==> config.mk <==
export PLATFORM = sky130hd
export DESIGN_NAME = nte_divider
export DESIGN_NICKNAME = d
export VERILOG_FILES = /design/src/rtl/nte_pkg.sv /design/src/rtl/nte_divider.sv
export SDC_FILE = /design/constraint.sdc
export NUM_CORES = 1
export LEC_CHECK = 0
export BUFFER_PORTS_ARGS = -buffer_cell sky130_fd_sc_hd__buf_2
export CAP_MARGIN = 30
export CORE_ASPECT_RATIO = 0.7
export CORE_MARGIN = 2
export CORE_UTILIZATION = 40
export DETAILED_ROUTE_END_ITERATION = 16
export GPL_TIMING_DRIVEN = 0
export PLACE_DENSITY = 0.7
export RECOVER_POWER = 50
export SLEW_MARGIN = 20
export SYNTH_ARGS = -nofsm -noshare
export SYNTH_HDL_FRONTEND = slang
export SYNTH_SLANG_ARGS = --single-unit
==> constraint.sdc <==
create_clock -name clk -period 3.9 [get_ports clk]
set_clock_uncertainty 0.2 [all_clocks]
set_input_delay 0.585 -clock clk [delete_from_list [all_inputs] [get_ports clk]]
set_output_delay 0.585 -clock clk [all_outputs]
set_load 0.005 [all_outputs]
==> src/rtl/nte_pkg.sv <==
package nte_pkg;

  // Field widths
  localparam int TEMPO_W  = 10;
  localparam int LEN_W    = 8;
  localparam int CNT_W    = 3;
  localparam int TONE_W   = 9;
  localparam int PERIOD_W = 17;
  localparam int DUR_W    = 28;
  localparam int SLICE_W  = 20;
  localparam int BASE_W   = 18;

  localparam int MAX_TONES = 4;
  localparam int SEL_W     = $clog2(MAX_TONES);
  localparam int MAX_RUN   = 64;
  localparam int RUN_W     = $clog2(MAX_RUN + 1);

  localparam logic [DUR_W-1:0]   WHOLE_NOTE_US = DUR_W'(240000000);
  localparam logic [SLICE_W-1:0] SLICE_RESET   = SLICE_W'(35000);
  localparam logic [TEMPO_W-1:0] TEMPO_RESET   = TEMPO_W'(120);

  // Restoring divider: one quotient bit per step
  localparam int DIV_STEPS = DUR_W;
  localparam int DCNT_W    = $clog2(DIV_STEPS);

  // Accidental codes
  localparam logic [1:0] ACC_NATURAL = 2'd0;
  localparam logic [1:0] ACC_SHARP   = 2'd1;
  localparam logic [1:0] ACC_FLAT    = 2'd2;

  // Micro-operations
  localparam int OP_W = 4;
  localparam logic [OP_W-1:0] OP_NOP        = 4'd0;
  localparam logic [OP_W-1:0] OP_MUL        = 4'd1;
  localparam logic [OP_W-1:0] OP_DIV        = 4'd2;
  localparam logic [OP_W-1:0] OP_SET_DUR    = 4'd3;
  localparam logic [OP_W-1:0] OP_LOAD_SLICE = 4'd4;
  localparam logic [OP_W-1:0] OP_SET_RUNS   = 4'd5;
  localparam logic [OP_W-1:0] OP_EMIT_REST  = 4'd6;
  localparam logic [OP_W-1:0] OP_EMIT_ERR   = 4'd7;
  localparam logic [OP_W-1:0] OP_EMIT_ONE   = 4'd8;
  localparam logic [OP_W-1:0] OP_EMIT_CHORD = 4'd9;

  // Jump conditions
  localparam int CND_W = 4;
  localparam logic [CND_W-1:0] C_NEVER     = 4'd0;
  localparam logic [CND_W-1:0] C_ALWAYS    = 4'd1;
  localparam logic [CND_W-1:0] C_NO_START  = 4'd2;
  localparam logic [CND_W-1:0] C_DIV_BUSY  = 4'd3;
  localparam logic [CND_W-1:0] C_REST      = 4'd4;
  localparam logic [CND_W-1:0] C_ERR       = 4'd5;
  localparam logic [CND_W-1:0] C_SINGLE    = 4'd6;
  localparam logic [CND_W-1:0] C_RUNS_ZERO = 4'd7;
  localparam logic [CND_W-1:0] C_MORE      = 4'd8;

  // Program steps
  localparam int PC_W = 4;
  localparam logic [PC_W-1:0] S_IDLE      = 4'd0;
  localparam logic [PC_W-1:0] S_MUL       = 4'd1;
  localparam logic [PC_W-1:0] S_DIV_DUR   = 4'd2;
  localparam logic [PC_W-1:0] S_DUR       = 4'd3;
  localparam logic [PC_W-1:0] S_CHK_ERR   = 4'd4;
  localparam logic [PC_W-1:0] S_CHK_ONE   = 4'd5;
  localparam logic [PC_W-1:0] S_LOAD_SLC  = 4'd6;
  localparam logic [PC_W-1:0] S_DIV_RUNS  = 4'd7;
  localparam logic [PC_W-1:0] S_RUNS      = 4'd8;
  localparam logic [PC_W-1:0] S_EMIT_REST = 4'd9;
  localparam logic [PC_W-1:0] S_EMIT_ERR  = 4'd10;
  localparam logic [PC_W-1:0] S_EMIT_ONE  = 4'd11;
  localparam logic [PC_W-1:0] S_CHK_RUNS  = 4'd12;
  localparam logic [PC_W-1:0] S_EMIT_CHRD = 4'd13;
  localparam logic [PC_W-1:0] S_DONE      = 4'd14;

  typedef struct packed {
    logic [OP_W-1:0]  op;
    logic [CND_W-1:0] cond;
    logic [PC_W-1:0]  target;
  } nte_uword_t;

  typedef struct packed {
    logic load;
    logic step;
  } nte_div_ctl_t;

  typedef struct packed {
    logic                ok;
    logic [PERIOD_W-1:0] period;
  } nte_tone_t;

  // Microprogram
  function automatic nte_uword_t ucode(input logic [PC_W-1:0] pc);
    nte_uword_t w;
    w = '{op: OP_NOP, cond: C_ALWAYS, target: S_IDLE};
    unique case (pc)
      S_IDLE:      w = '{op: OP_NOP,        cond: C_NO_START,  target: S_IDLE};
      S_MUL:       w = '{op: OP_MUL,        cond: C_NEVER,     target: S_IDLE};
      S_DIV_DUR:   w = '{op: OP_DIV,        cond: C_DIV_BUSY,  target: S_DIV_DUR};
      S_DUR:       w = '{op: OP_SET_DUR,    cond: C_REST,      target: S_EMIT_REST};
      S_CHK_ERR:   w = '{op: OP_NOP,        cond: C_ERR,       target: S_EMIT_ERR};
      S_CHK_ONE:   w = '{op: OP_NOP,        cond: C_SINGLE,    target: S_EMIT_ONE};
      S_LOAD_SLC:  w = '{op: OP_LOAD_SLICE, cond: C_NEVER,     target: S_IDLE};
      S_DIV_RUNS:  w = '{op: OP_DIV,        cond: C_DIV_BUSY,  target: S_DIV_RUNS};
      S_RUNS:      w = '{op: OP_SET_RUNS,   cond: C_ALWAYS,    target: S_CHK_RUNS};
      S_EMIT_REST: w = '{op: OP_EMIT_REST,  cond: C_ALWAYS,    target: S_IDLE};
      S_EMIT_ERR:  w = '{op: OP_EMIT_ERR,   cond: C_ALWAYS,    target: S_IDLE};
      S_EMIT_ONE:  w = '{op: OP_EMIT_ONE,   cond: C_ALWAYS,    target: S_IDLE};
      S_CHK_RUNS:  w = '{op: OP_NOP,        cond: C_RUNS_ZERO, target: S_IDLE};
      S_EMIT_CHRD: w = '{op: OP_EMIT_CHORD, cond: C_MORE,      target: S_EMIT_CHRD};
      S_DONE:      w = '{op: OP_NOP,        cond: C_ALWAYS,    target: S_IDLE};
      default:     w = '{op: OP_NOP,        cond: C_ALWAYS,    target: S_IDLE};
    endcase
    return w;
  endfunction

  function automatic logic [3:0] letter_semitone(input logic [2:0] letter);
    logic [3:0] s;
    case (letter)
      3'd0:    s = 4'd0;
      3'd1:    s = 4'd2;
      3'd2:    s = 4'd4;
      3'd3:    s = 4'd5;
      3'd4:    s = 4'd7;
      3'd5:    s = 4'd9;
      3'd6:    s = 4'd11;
      default: s = 4'd0;
    endcase
    return s;
  endfunction

  // Divider for octave -1, one entry per semitone
  function automatic logic [BASE_W-1:0] octave_base(input logic [3:0] k);
    logic [BASE_W-1:0] b;
    case (k)
      4'd0:    b = BASE_W'(145940);
      4'd1:    b = BASE_W'(137749);
      4'd2:    b = BASE_W'(130018);
      4'd3:    b = BASE_W'(122720);
      4'd4:    b = BASE_W'(115833);
      4'd5:    b = BASE_W'(109331);
      4'd6:    b = BASE_W'(103195);
      4'd7:    b = BASE_W'(97403);
      4'd8:    b = BASE_W'(91936);
      4'd9:    b = BASE_W'(86776);
      4'd10:   b = BASE_W'(81906);
      4'd11:   b = BASE_W'(77309);
      default: b = '0;
    endcase
    return b;
  endfunction

  // Pitch to timer divider; semitone and octave carried past the octave edge
  function automatic nte_tone_t decode_tone(input logic [TONE_W-1:0] code);
    nte_tone_t  t;
    logic [2:0] letter;
    logic [3:0] octave;
    logic [1:0] acc;
    logic [3:0] semi;
    logic [3:0] k;
    logic [3:0] shift;
    letter = code[2:0];
    octave = code[6:3];
    acc    = code[8:7];
    semi   = letter_semitone(letter);
    t.ok   = (letter != 3'd7) && (octave <= 4'd9) && (acc != 2'd3);
    if (acc == ACC_FLAT && semi == 4'd0) begin
      k     = 4'd11;
      shift = octave;
    end else if (acc == ACC_SHARP && semi == 4'd11) begin
      k     = 4'd0;
      shift = octave + 4'd2;
    end else begin
      if (acc == ACC_SHARP) begin
        k = semi + 4'd1;
      end else if (acc == ACC_FLAT) begin
        k = semi - 4'd1;
      end else begin
        k = semi;
      end
      shift = octave + 4'd1;
    end
    t.period = t.ok ? PERIOD_W'(octave_base(k) >> shift) : '0;
    return t;
  endfunction

endpackage

==> src/rtl/nte_divider.sv <==
module nte_divider
  import nte_pkg::*;
(
  input  logic             clk,
  input  logic             rst,
  input  nte_div_ctl_t     ctl,
  input  logic [DUR_W-1:0] dividend,
  input  logic [DUR_W-1:0] divisor,
  output logic [DUR_W-1:0] quotient,
  output logic             busy
);

  logic [DUR_W-1:0]  rem;
  logic [DUR_W-1:0]  quo;
  logic [DUR_W-1:0]  dvs;
  logic [DCNT_W-1:0] cnt;
  logic [DUR_W:0]    trial;
  logic [DUR_W:0]    diff;

  // Shift in the next dividend bit and try to subtract
  assign trial = {rem, quo[DUR_W-1]};
  assign diff  = trial - {1'b0, dvs};

  always_ff @(posedge clk) begin
    if (rst) begin
      cnt <= '0;
    end else if (ctl.load) begin
      cnt <= '0;
    end else if (ctl.step) begin
      cnt <= cnt + 1'b1;
    end
  end

  always_ff @(posedge clk) begin
    if (ctl.load) begin
      rem <= '0;
      quo <= dividend;
      dvs <= divisor;
    end else if (ctl.step) begin
      if (!diff[DUR_W]) begin
        rem <= diff[DUR_W-1:0];
        quo <= {quo[DUR_W-2:0], 1'b1};
      end else begin
        rem <= trial[DUR_W-1:0];
        quo <= {quo[DUR_W-2:0], 1'b0};
      end
    end
  end

  assign quotient = quo;
  assign busy     = cnt != DCNT_W'(DIV_STEPS - 1);

endmodule

==> results.py, run 1 <==
metrics = {
    "setup_path": {
        "cp.arrival_ns": 3.35,
        "r2r_slack_ns": 0.60,
        "r2r_end": "rem[23]",
        "worstSetupEndpointType": "flip-flop",
        "crit_required_ns": 3.95,
        "crit_fanout": 10,
        "startpoint_type": "flip-flop",
        "crit_type": "reg -> reg",
        "worstReg2RegStart": "quotient[27]",
        "worst-r2r-cell-count": 12,
    },
    "sta": {
        "fin_ws_ns": 0.602,
        "fin_tns_setup_ns": 0,
        "maxSlewHeadroom_pct": -11.4,
        "fin_crit_sh_pct": 84.6,
        "fin_crit_ns": 3.30,
        "timing_hold_violations_final": 0,
        "worst_pin_slew_ns": 1.67,
        "rsz0062_at_grt": "false",
        "setup_viol_count_final": 0,
        "fmax_ghz": 0.303,
        "report.final.slew_viol_count": 30,
        "holdWs_ns": 0.216,
    },
    "global_route": {
        "antenna_found_initial": 0,
        "track_usage_pct": 17.7,
        "overflow": 0,
        "grt_pass1_vias": 3933,
        "grt_pass1_wl_mm": 19.4,
        "grt_max_degree": 30,
    },
    "synthesis": {
        "postSynthAreaPerCell_sq_um": 10.3,
        "yosys_register_bits": 89,
        "synth_warnings": 0,
        "syn_area_sq_um": 5070,
        "synth-edff-count": 56,
        "ys.flop_type": "edfxtp_1",
        "syn_inst": 492,
        "synth.top_cell.area_share_pct": 33.2,
        "synth_area_leader_cell": "edfxtp_1",
        "synth_area_leaders": "edfxtp_1, dfxtp_1, ha_1",
        "syn_nets": 582,
        "yosysMostFrequentCell": "edfxtp_1",
        "synth-seq-area-share_pct": 46.2,
        "async_reset_ff_share_pct": 0,
        "synth.cells.most_frequent": "edfxtp_1, nor2_1, inv_1",
        "ys_types": 61,
    },
    "floorplan": {
        "start_util_pct": 40.9,
        "io_pins": 89,
        "fp-row-count": 34,
        "die_area_sq_um": 13600,
        "die_w_um": 139,
        "coreArea_sq_um": 12400,
        "die_y_um": 98.2,
    },
    "pwr": {
        "power_mw": 2.53,
        "pwr_density_cell_nw_per_um2": 421,
        "power_leakage_nw": 2.52,
        "vdd_drop_max_mv": 0.238,
    },
    "placement": {
        "port-buffer-count": 87,
        "pre_cts_ws_ns": 0.630,
        "dp.final_hpwl_mm": 8.60,
        "place.gp.congestion": 0.901,
        "placedCellCount": 741,
    },
    "route": {
        "num_vias": 4044,
        "via_per_inst": 5.34,
        "first_pass_iters": 5,
        "wl_mm": 11.6,
        "drt_iter0_drc": 237,
        "wl_per_cell_um": 15.3,
        "ant_nets": 0,
        "post-route-drc-count": 0,
    },
    "clocking": {
        "clock-root-buffer": "clkbuf_16",
        "postCtsResizedCells": 0,
        "clockBufferDepth": 2,
        "clock_latency_ns": 0.34,
        "cts_tree": "built",
        "post_cts_buffers": 0,
        "clock_sinks": 89,
        "clkTransAtPathRegs_ns": 0.07,
        "cts_made_buffers": 9,
        "cts_hold_buffers": 0,
        "htreeDepth": 3,
    },
    "hold_path": {
        "min_path_cells": 1,
        "holdPathEnd": "dvs[12]",
        "hp-class": "in -> reg",
        "hold_start": "divisor[12]",
    },
    "run_status": {
        "violations": "capacitance limit, slew limit",
        "status": "finished with violations",
    },
    "cells_and_area": {
        "final_layout_size_suffix_gt1_share_pct": 22.0,
        "area_delta_synth_final_pct": 18.8,
        "diodes": 0,
        "final_cell_count_no_fill": 758,
        "final_nets": 681,
    },
    "flow_run": {
        "drv_cap": 1,
    },
}
state kept, by name, indices dropped and copies added, names as in the netlist:
register and cells:
dvs 28, quotient 28, rem 28, cnt 5
through the flow:
step           util, %  area, sq um
2_1_floorplan        -         5070
3_3_place_gp      46.1         5710
3_5_place_dp      46.1         5710
4_1_cts           48.7         6030
5_1_grt           48.6         6020
6_report          48.6         6020
cells by family after synthesis:
| logic type | after synthesis | share of synthesized area, % |
|---|---|---|
| buffers and inverters | 56 | 4.67 |
| adder cells (fa/ha/maj) | 30 | 7.56 |
| XOR/XNOR | 25 | 4.32 |
| multiplexers | 36 | 7.78 |
| flip-flops | 89 | 46.2 |
| AO/OA/AOI/OAI | 127 | 17.0 |
| AND/OR/NAND/NOR | 129 | 12.5 |
per-layer routing:
metal	GRT usage, %	vias up	wire length (um)
li1	-	1996	-
met3	3.92	21	592
met2	27.6	125	5280
met1	24.6	1902	5490
met4	5.89	0	240
met5	0	-	0
cell type report:
type	count	area (sq um)
clock inverters	6	81.3
flip-flops and latches	89	2340
clock buffers	10	239
fillers	1124	6360
repair buffers	88	429
multi-input cells	347	2490
inverters	37	139
well taps	162	203
plain buffers	19	97.6
worst max-delay path, stage by stage, from the launching register on:
cell	delay [ns]
edfxtp_1	0.37
inv_1	0.05
ha_1	0.21
fa_1	0.38
and2b_1	0.25
o2111ai_1	0.19
a21oi_2	0.33
o21ai_2	0.13
a32oi_2	0.26
nand3_4	0.19
buf_8	0.22
mux2i_1	0.15
a211oi_1	0.25
layout by cell type, fill, tap and decap left out, types with 4 or more instances in the layout:
cell and instances:
inv_1 36, xor2_1 9, buf_2 70, o21ai_1 6
nand3_1 7, nor2_1 50, clkbuf_1 32, a21oi_1 35
ha_1 29, nand2_1 24, dfxtp_1 33, nor2b_1 4
clkbuf_16 9, o31a_1 5, a211oi_1 19, mux2i_1 9
o21a_1 6, xnor2_1 16, o21ai_0 14, nor3_1 15
edfxtp_1 56, nand2b_1 6, mux2_2 27, a21o_1 8
power breakdown:
| group | total [mW] | internal, mW | switching [mW] |
|---|---|---|---|
| logic | 0.469 | 0.211 | 0.258 |
| clock network | 0.938 | 0.575 | 0.364 |
| registers | 1.12 | 1.08 | 0.0391 |
how the worst max path moves through the flow:
stage,startpoint,end,slack (ns),depth (start not counted)
6_report,quotient[27],rem[23],0.60,12
5_1_grt,quotient[27],rem[11],0.38,13
4_1_cts,quotient[27],rem[9],0.61,13
3_5_place_dp,quotient[27],rem[23],0.63,12
3_3_place_gp,quotient[27],rem[16],0.72,13
2_1_floorplan,quotient[27],rem[8],1.06,11
Note: power is estimated with default switching activity, not from simulation.
==> run 2: changes to the inputs <==
==> constraint.sdc (replaced) <==
create_clock -name clk -period 3.3 [get_ports clk]
set_clock_uncertainty 0.2 [all_clocks]
set_input_delay 0.495 -clock clk [delete_from_list [all_inputs] [get_ports clk]]
set_output_delay 0.495 -clock clk [all_outputs]
set_load 0.005 [all_outputs]
==> results.py, run 2 (synthesis results as in run 1) <==
metrics = {
    "floorplan": {
        "io_pins": 89,
        "die_y_um": 98.2,
        "die_area_sq_um": 13600,
        "fp-row-count": 34,
        "die_w_um": 139,
        "coreArea_sq_um": 12400,
        "start_util_pct": 40.9,
    },
    "sta": {
        "report.final.slew_viol_count": 0,
        "fin_ws_ns": 0.154,
        "maxSlewHeadroom_pct": 53.7,
        "timing_hold_violations_final": 0,
        "fmax_ghz": 0.318,
        "setup_viol_count_final": 0,
        "fin_crit_sh_pct": 95.3,
        "fin_crit_ns": 3.15,
        "worst_pin_slew_ns": 0.695,
    },
    "placement": {
        "port-buffer-count": 87,
        "place.gp.congestion": 0.901,
        "postPlaceCellArea_sq_um": 5710,
        "dp.final_hpwl_mm": 8.60,
        "pre_cts_ws_ns": 0.0299,
    },
    "setup_path": {
        "crit_family": "compound AO/OA/AOI/OAI gates",
        "path_cells": "inv_1 -> ha_2 -> fa_2 -> and2b_2 -> o2111ai_4 -> a21oi_4 -> o21ai_2 -> a32oi_2 -> nand3_4 -> buf_12 -> o31a_1 -> a211oi_2",
        "crit_fanout": 7,
        "cp.arrival_ns": 3.21,
        "worst-r2r-cell-count": 12,
        "slowest_delay_ns": 0.37,
        "slowest_stage": "edfxtp_1",
        "critical_path_buf_inv_count": 2,
        "path_depth": 12,
        "startpoint_type": "flip-flop",
        "crit_type": "reg -> reg",
        "crit_required_ns": 3.36,
        "worstSetupEndpointType": "flip-flop",
    },
    "global_route": {
        "grt_use_met1_pct": 24.6,
        "track_usage_pct": 17.7,
        "use_met2_pct": 27.6,
        "grt_pass1_vias": 3933,
        "top_usage_layer": "met2",
        "grt_max_degree": 30,
        "antenna_found_initial": 0,
        "use_met3_pct": 3.92,
        "grt_pass1_wl_mm": 19.4,
        "overflow": 0,
    },
    "flow_run": {
        "drv_cap": 0,
    },
    "pwr": {
        "switching_power_mw": 0.787,
        "power_leakage_nw": 2.54,
        "pwr_density_cell_nw_per_um2": 493,
        "power.internal_mw": 2.22,
        "power_frac_seq_pct": 44.2,
        "vdd_drop_max_mv": 0.283,
        "switching_share_pct": 26.2,
        "pwr-share-clk_pct": 36.9,
        "p_comb_share_pct": 18.9,
    },
    "clocking": {
        "cts_hold_buffers": 0,
        "clockBufferDepth": 2,
        "clock_sinks": 89,
        "clock_latency_ns": 0.34,
        "clock-root-buffer": "clkbuf_16",
        "cts_tree": "built",
        "clkTransAtPathRegs_ns": 0.07,
        "htreeDepth": 3,
        "cts_made_buffers": 9,
    },
    "cells_and_area": {
        "area_delta_synth_final_pct": 20.2,
        "final_layout_size_suffix_gt1_share_pct": 23.4,
        "final_common_cell": "buf_2",
        "final_nets": 683,
        "diodes": 0,
        "design_area_sq_um": 6090,
        "layout_common_cells": "buf_2, edfxtp_1, nor2_1",
        "final_util_pct": 49.2,
    },
    "route": {
        "via_per_inst": 5.34,
        "wl_mm": 11.7,
        "first_pass_iters": 6,
        "drt_iter0_drc": 278,
        "post-route-drc-count": 0,
        "wl_per_cell_um": 15.4,
        "num_vias": 4059,
        "ant_nets": 0,
    },
    "run_status": {
        "status": "finished clean",
    },
    "hold_path": {
        "hp-class": "in -> reg",
        "min_path_cells": 1,
    },
}
run 2: area by class of cell:
type                    count  area, sq um
fillers                  1119         6290
clock inverters             6         81.3
plain buffers              19         97.6
repair buffers             90          458
multi-input cells         347         2530
well taps                 162          203
inverters                  37          139
flip-flops and latches     89         2340
clock buffers              10          239
run 2: timing repair:
item,4_1_cts,5_1_grt
setup endpoints to repair,0,29
buffers inserted,0,2
gates resized for setup,0,8
run 2: worst paths after layout:
check	to	slack [ns]	from
min reg2reg	rem[3]	0.31	rem[3]
max	rem[8]	0.15	quotient[27]
min	dvs[12]	0.12	divisor[12]
max reg2reg	rem[8]	0.15	quotient[27]
run 2: power by group through the flow:
stage	clock [mW]	combinational [mW]	sequential [mW]
2_1_floorplan	0	0.384	1.34
3_3_place_gp	0	0.532	1.35
3_5_place_dp	0	0.549	1.35
4_1_cts	1.13	0.554	1.33
5_1_grt	1.18	0.633	1.34
6_report	1.11	0.567	1.33
run 2: stage by stage:
stage	hold slack [ns]	std cells	setup TNS (ns)	power (mW)
6_report	0.125	760	0	3.00
5_1_grt	0.113	760	-0.000775	3.15
4_1_cts	0.118	757	0	3.01
3_5_place_dp	0.294	741	0	1.90
3_3_place_gp	0.286	741	0	1.88
2_1_floorplan	0.246	492	0	1.73
run 2: metal layers:
metal	share of wire [%]	up-vias
met4	2.0	0
met2	46	130
li1	-	1998
met3	5.1	16
met5	0	-
met1	47	1915
==> run 3: changes to the inputs <==
--- a/config.mk
+++ b/config.mk
@@ -7,7 +7,6 @@
 export LEC_CHECK = 0
 export BUFFER_PORTS_ARGS = -buffer_cell sky130_fd_sc_hd__buf_2
 export CAP_MARGIN = 30
-export CORE_ASPECT_RATIO = 0.7
 export CORE_MARGIN = 2
 export CORE_UTILIZATION = 40
 export DETAILED_ROUTE_END_ITERATION = 16
==> constraint.sdc (replaced) <==
create_clock -name clk -period 3.3 [get_ports clk]
set_clock_uncertainty 0.2 [all_clocks]
set_input_delay 0.495 -clock clk [delete_from_list [all_inputs] [get_ports clk]]
set_output_delay 0.495 -clock clk [all_outputs]
set_load 0.01 [all_outputs]
==> results.py, run 3 (synthesis results as in run 1) <==
metrics = {
    "route": {
        "num_vias": 4026,
        "first_pass_iters": 5,
        "post-route-drc-count": 0,
        "wl_per_cell_um": 15.1,
        "via_per_inst": 5.22,
        "wl_mm": 11.7,
        "ant_nets": 0,
        "drt_iter0_drc": 190,
    },
    "pwr": {
        "power_leakage_nw": 2.49,
        "pwr_density_cell_nw_per_um2": 479,
        "vdd_drop_max_mv": 0.334,
    },
    "cells_and_area": {
        "final_common_cell": "buf_2",
        "final_util_pct": 48.4,
        "final_layout_size_suffix_gt1_share_pct": 21.7,
        "layout_common_cells": "buf_2, edfxtp_1, nor2_1",
        "area_delta_synth_final_pct": 19.6,
        "diodes": 0,
        "fillCellCount": 1205,
        "final_cell_count_no_fill": 772,
        "final_nets": 685,
    },
    "clocking": {
        "clock_latency_ns": 0.36,
        "cts_tree": "built",
        "clkTransAtPathRegs_ns": 0.07,
        "clock-root-buffer": "clkbuf_16",
        "clock_sinks": 89,
        "htreeDepth": 3,
        "cts_hold_buffers": 0,
        "clockBufferDepth": 2,
        "cts_made_buffers": 9,
    },
    "setup_path": {
        "cp.arrival_ns": 3.29,
        "worstReg2RegStart": "quotient[27]",
        "crit_required_ns": 3.39,
        "worst-r2r-cell-count": 12,
        "crit_fanout": 5,
        "crit_type": "reg -> reg",
        "worstSetupEndpointType": "flip-flop",
        "startpoint_type": "flip-flop",
        "r2r_end": "rem[25]",
        "r2r_slack_ns": 0.10,
    },
    "global_route": {
        "grt_pass1_vias": 3984,
        "grt_max_degree": 30,
        "track_usage_pct": 17.8,
        "antenna_found_initial": 0,
        "overflow": 0,
        "grt_pass1_wl_mm": 18.7,
    },
    "floorplan": {
        "fp-row-count": 41,
        "coreArea_sq_um": 12500,
        "die_y_um": 117,
        "die_area_sq_um": 13600,
        "start_util_pct": 40.5,
        "io_pins": 89,
        "die_w_um": 117,
    },
    "sta": {
        "worst_pin_slew_ns": 0.685,
        "report.final.slew_viol_count": 0,
        "fin_crit_ns": 3.20,
        "fmax_ghz": 0.313,
        "setup_viol_count_final": 0,
        "maxSlewHeadroom_pct": 54.3,
        "timing_hold_violations_final": 0,
        "fin_crit_sh_pct": 97.0,
    },
    "hold_path": {
        "hp-class": "in -> reg",
        "hold_start": "divisor[2]",
        "holdPathEnd": "dvs[2]",
        "min_path_cells": 1,
    },
    "placement": {
        "dp.final_hpwl_mm": 8.36,
        "place.gp.congestion": 0.892,
        "placedCellCount": 752,
        "port-buffer-count": 87,
    },
    "flow_run": {
        "drv_cap": 0,
    },
    "run_status": {
        "status": "finished clean",
    },
}
-- run 3: cell type report --
cell class | instances | area [sq um] | area share (%)
multi-input combinational | 348 | 2540 | 42.0
sequential | 89 | 2340 | 38.7
timing repair buffer | 91 | 437 | 7.21
clock buffer | 10 | 229 | 3.78
tap | 172 | 215 | 3.55
inverter | 37 | 139 | 2.29
buffer | 19 | 103 | 1.69
clock inverter | 6 | 51.3 | 0.847
-- run 3: report_power, final --
group | total (mW) | internal [mW] | switching (mW) | leakage (nW)
sequential | 1.33 | 1.28 | 0.0466 | 0.831
combinational | 0.572 | 0.250 | 0.322 | 1.52
clock | 1.00 | 0.524 | 0.476 | 0.140
-- run 3: through the flow --
step | TNS, ns | hold WS, ns | total power [mW] | cell area [sq um] | setup WS (ns)
finish | 0 | 0.103 | 2.90 | 6060 | 0.100
global route | -0.0894 | 0.0938 | 3.03 | 6060 | -0.0238
CTS | 0 | 0.0965 | 2.91 | 6010 | 0.0488
detailed placement | 0 | 0.278 | 1.91 | 5730 | 0.0941
global placement | 0 | 0.265 | 1.89 | 5720 | 0.158
floorplan | 0 | 0.246 | 1.74 | 5070 | 0.419
-- run 3: worst max path at each step --
stage / slack (ns) / cells past startpoint / startpoint / end
floorplan: 0.42 / 11 / quotient[27] / rem[8]
global placement: 0.16 / 12 / quotient[27] / rem[23]
detailed placement: 0.09 / 13 / quotient[27] / rem[13]
CTS: 0.05 / 13 / quotient[27] / rem[0]
global route: -0.02 / 12 / quotient[27] / rem[25]
finish: 0.10 / 12 / quotient[27] / rem[25]
-- run 3: per-layer routing --
layer | global-route usage (%) | vias to the layer above | wire (um)
met5 | 0 | - | 0
met4 | 7.37 | 0 | 209
met3 | 5.09 | 14 | 854
met2 | 29.0 | 127 | 5500
met1 | 22.3 | 1876 | 5110
li1 | - | 2009 | -
-- run 3: critical path: stages, from the launching register on --
cell and delay (ns):
edfxtp_1 0.35, inv_1 0.05, ha_1 0.21, fa_1 0.39, and2b_2 0.27, o2111ai_4 0.15
a21oi_4 0.23, o21ai_2 0.09, a32oi_2 0.32, nand3_4 0.19, buf_4 0.18, or2_2 0.34
o21ai_2 0.15
-- run 3: timing repair --
action / 4_1_cts / 5_1_grt
endpoints found under the setup margin: 0 / 29
resized for setup: 0 / 9
buffers inserted: 0 / 3
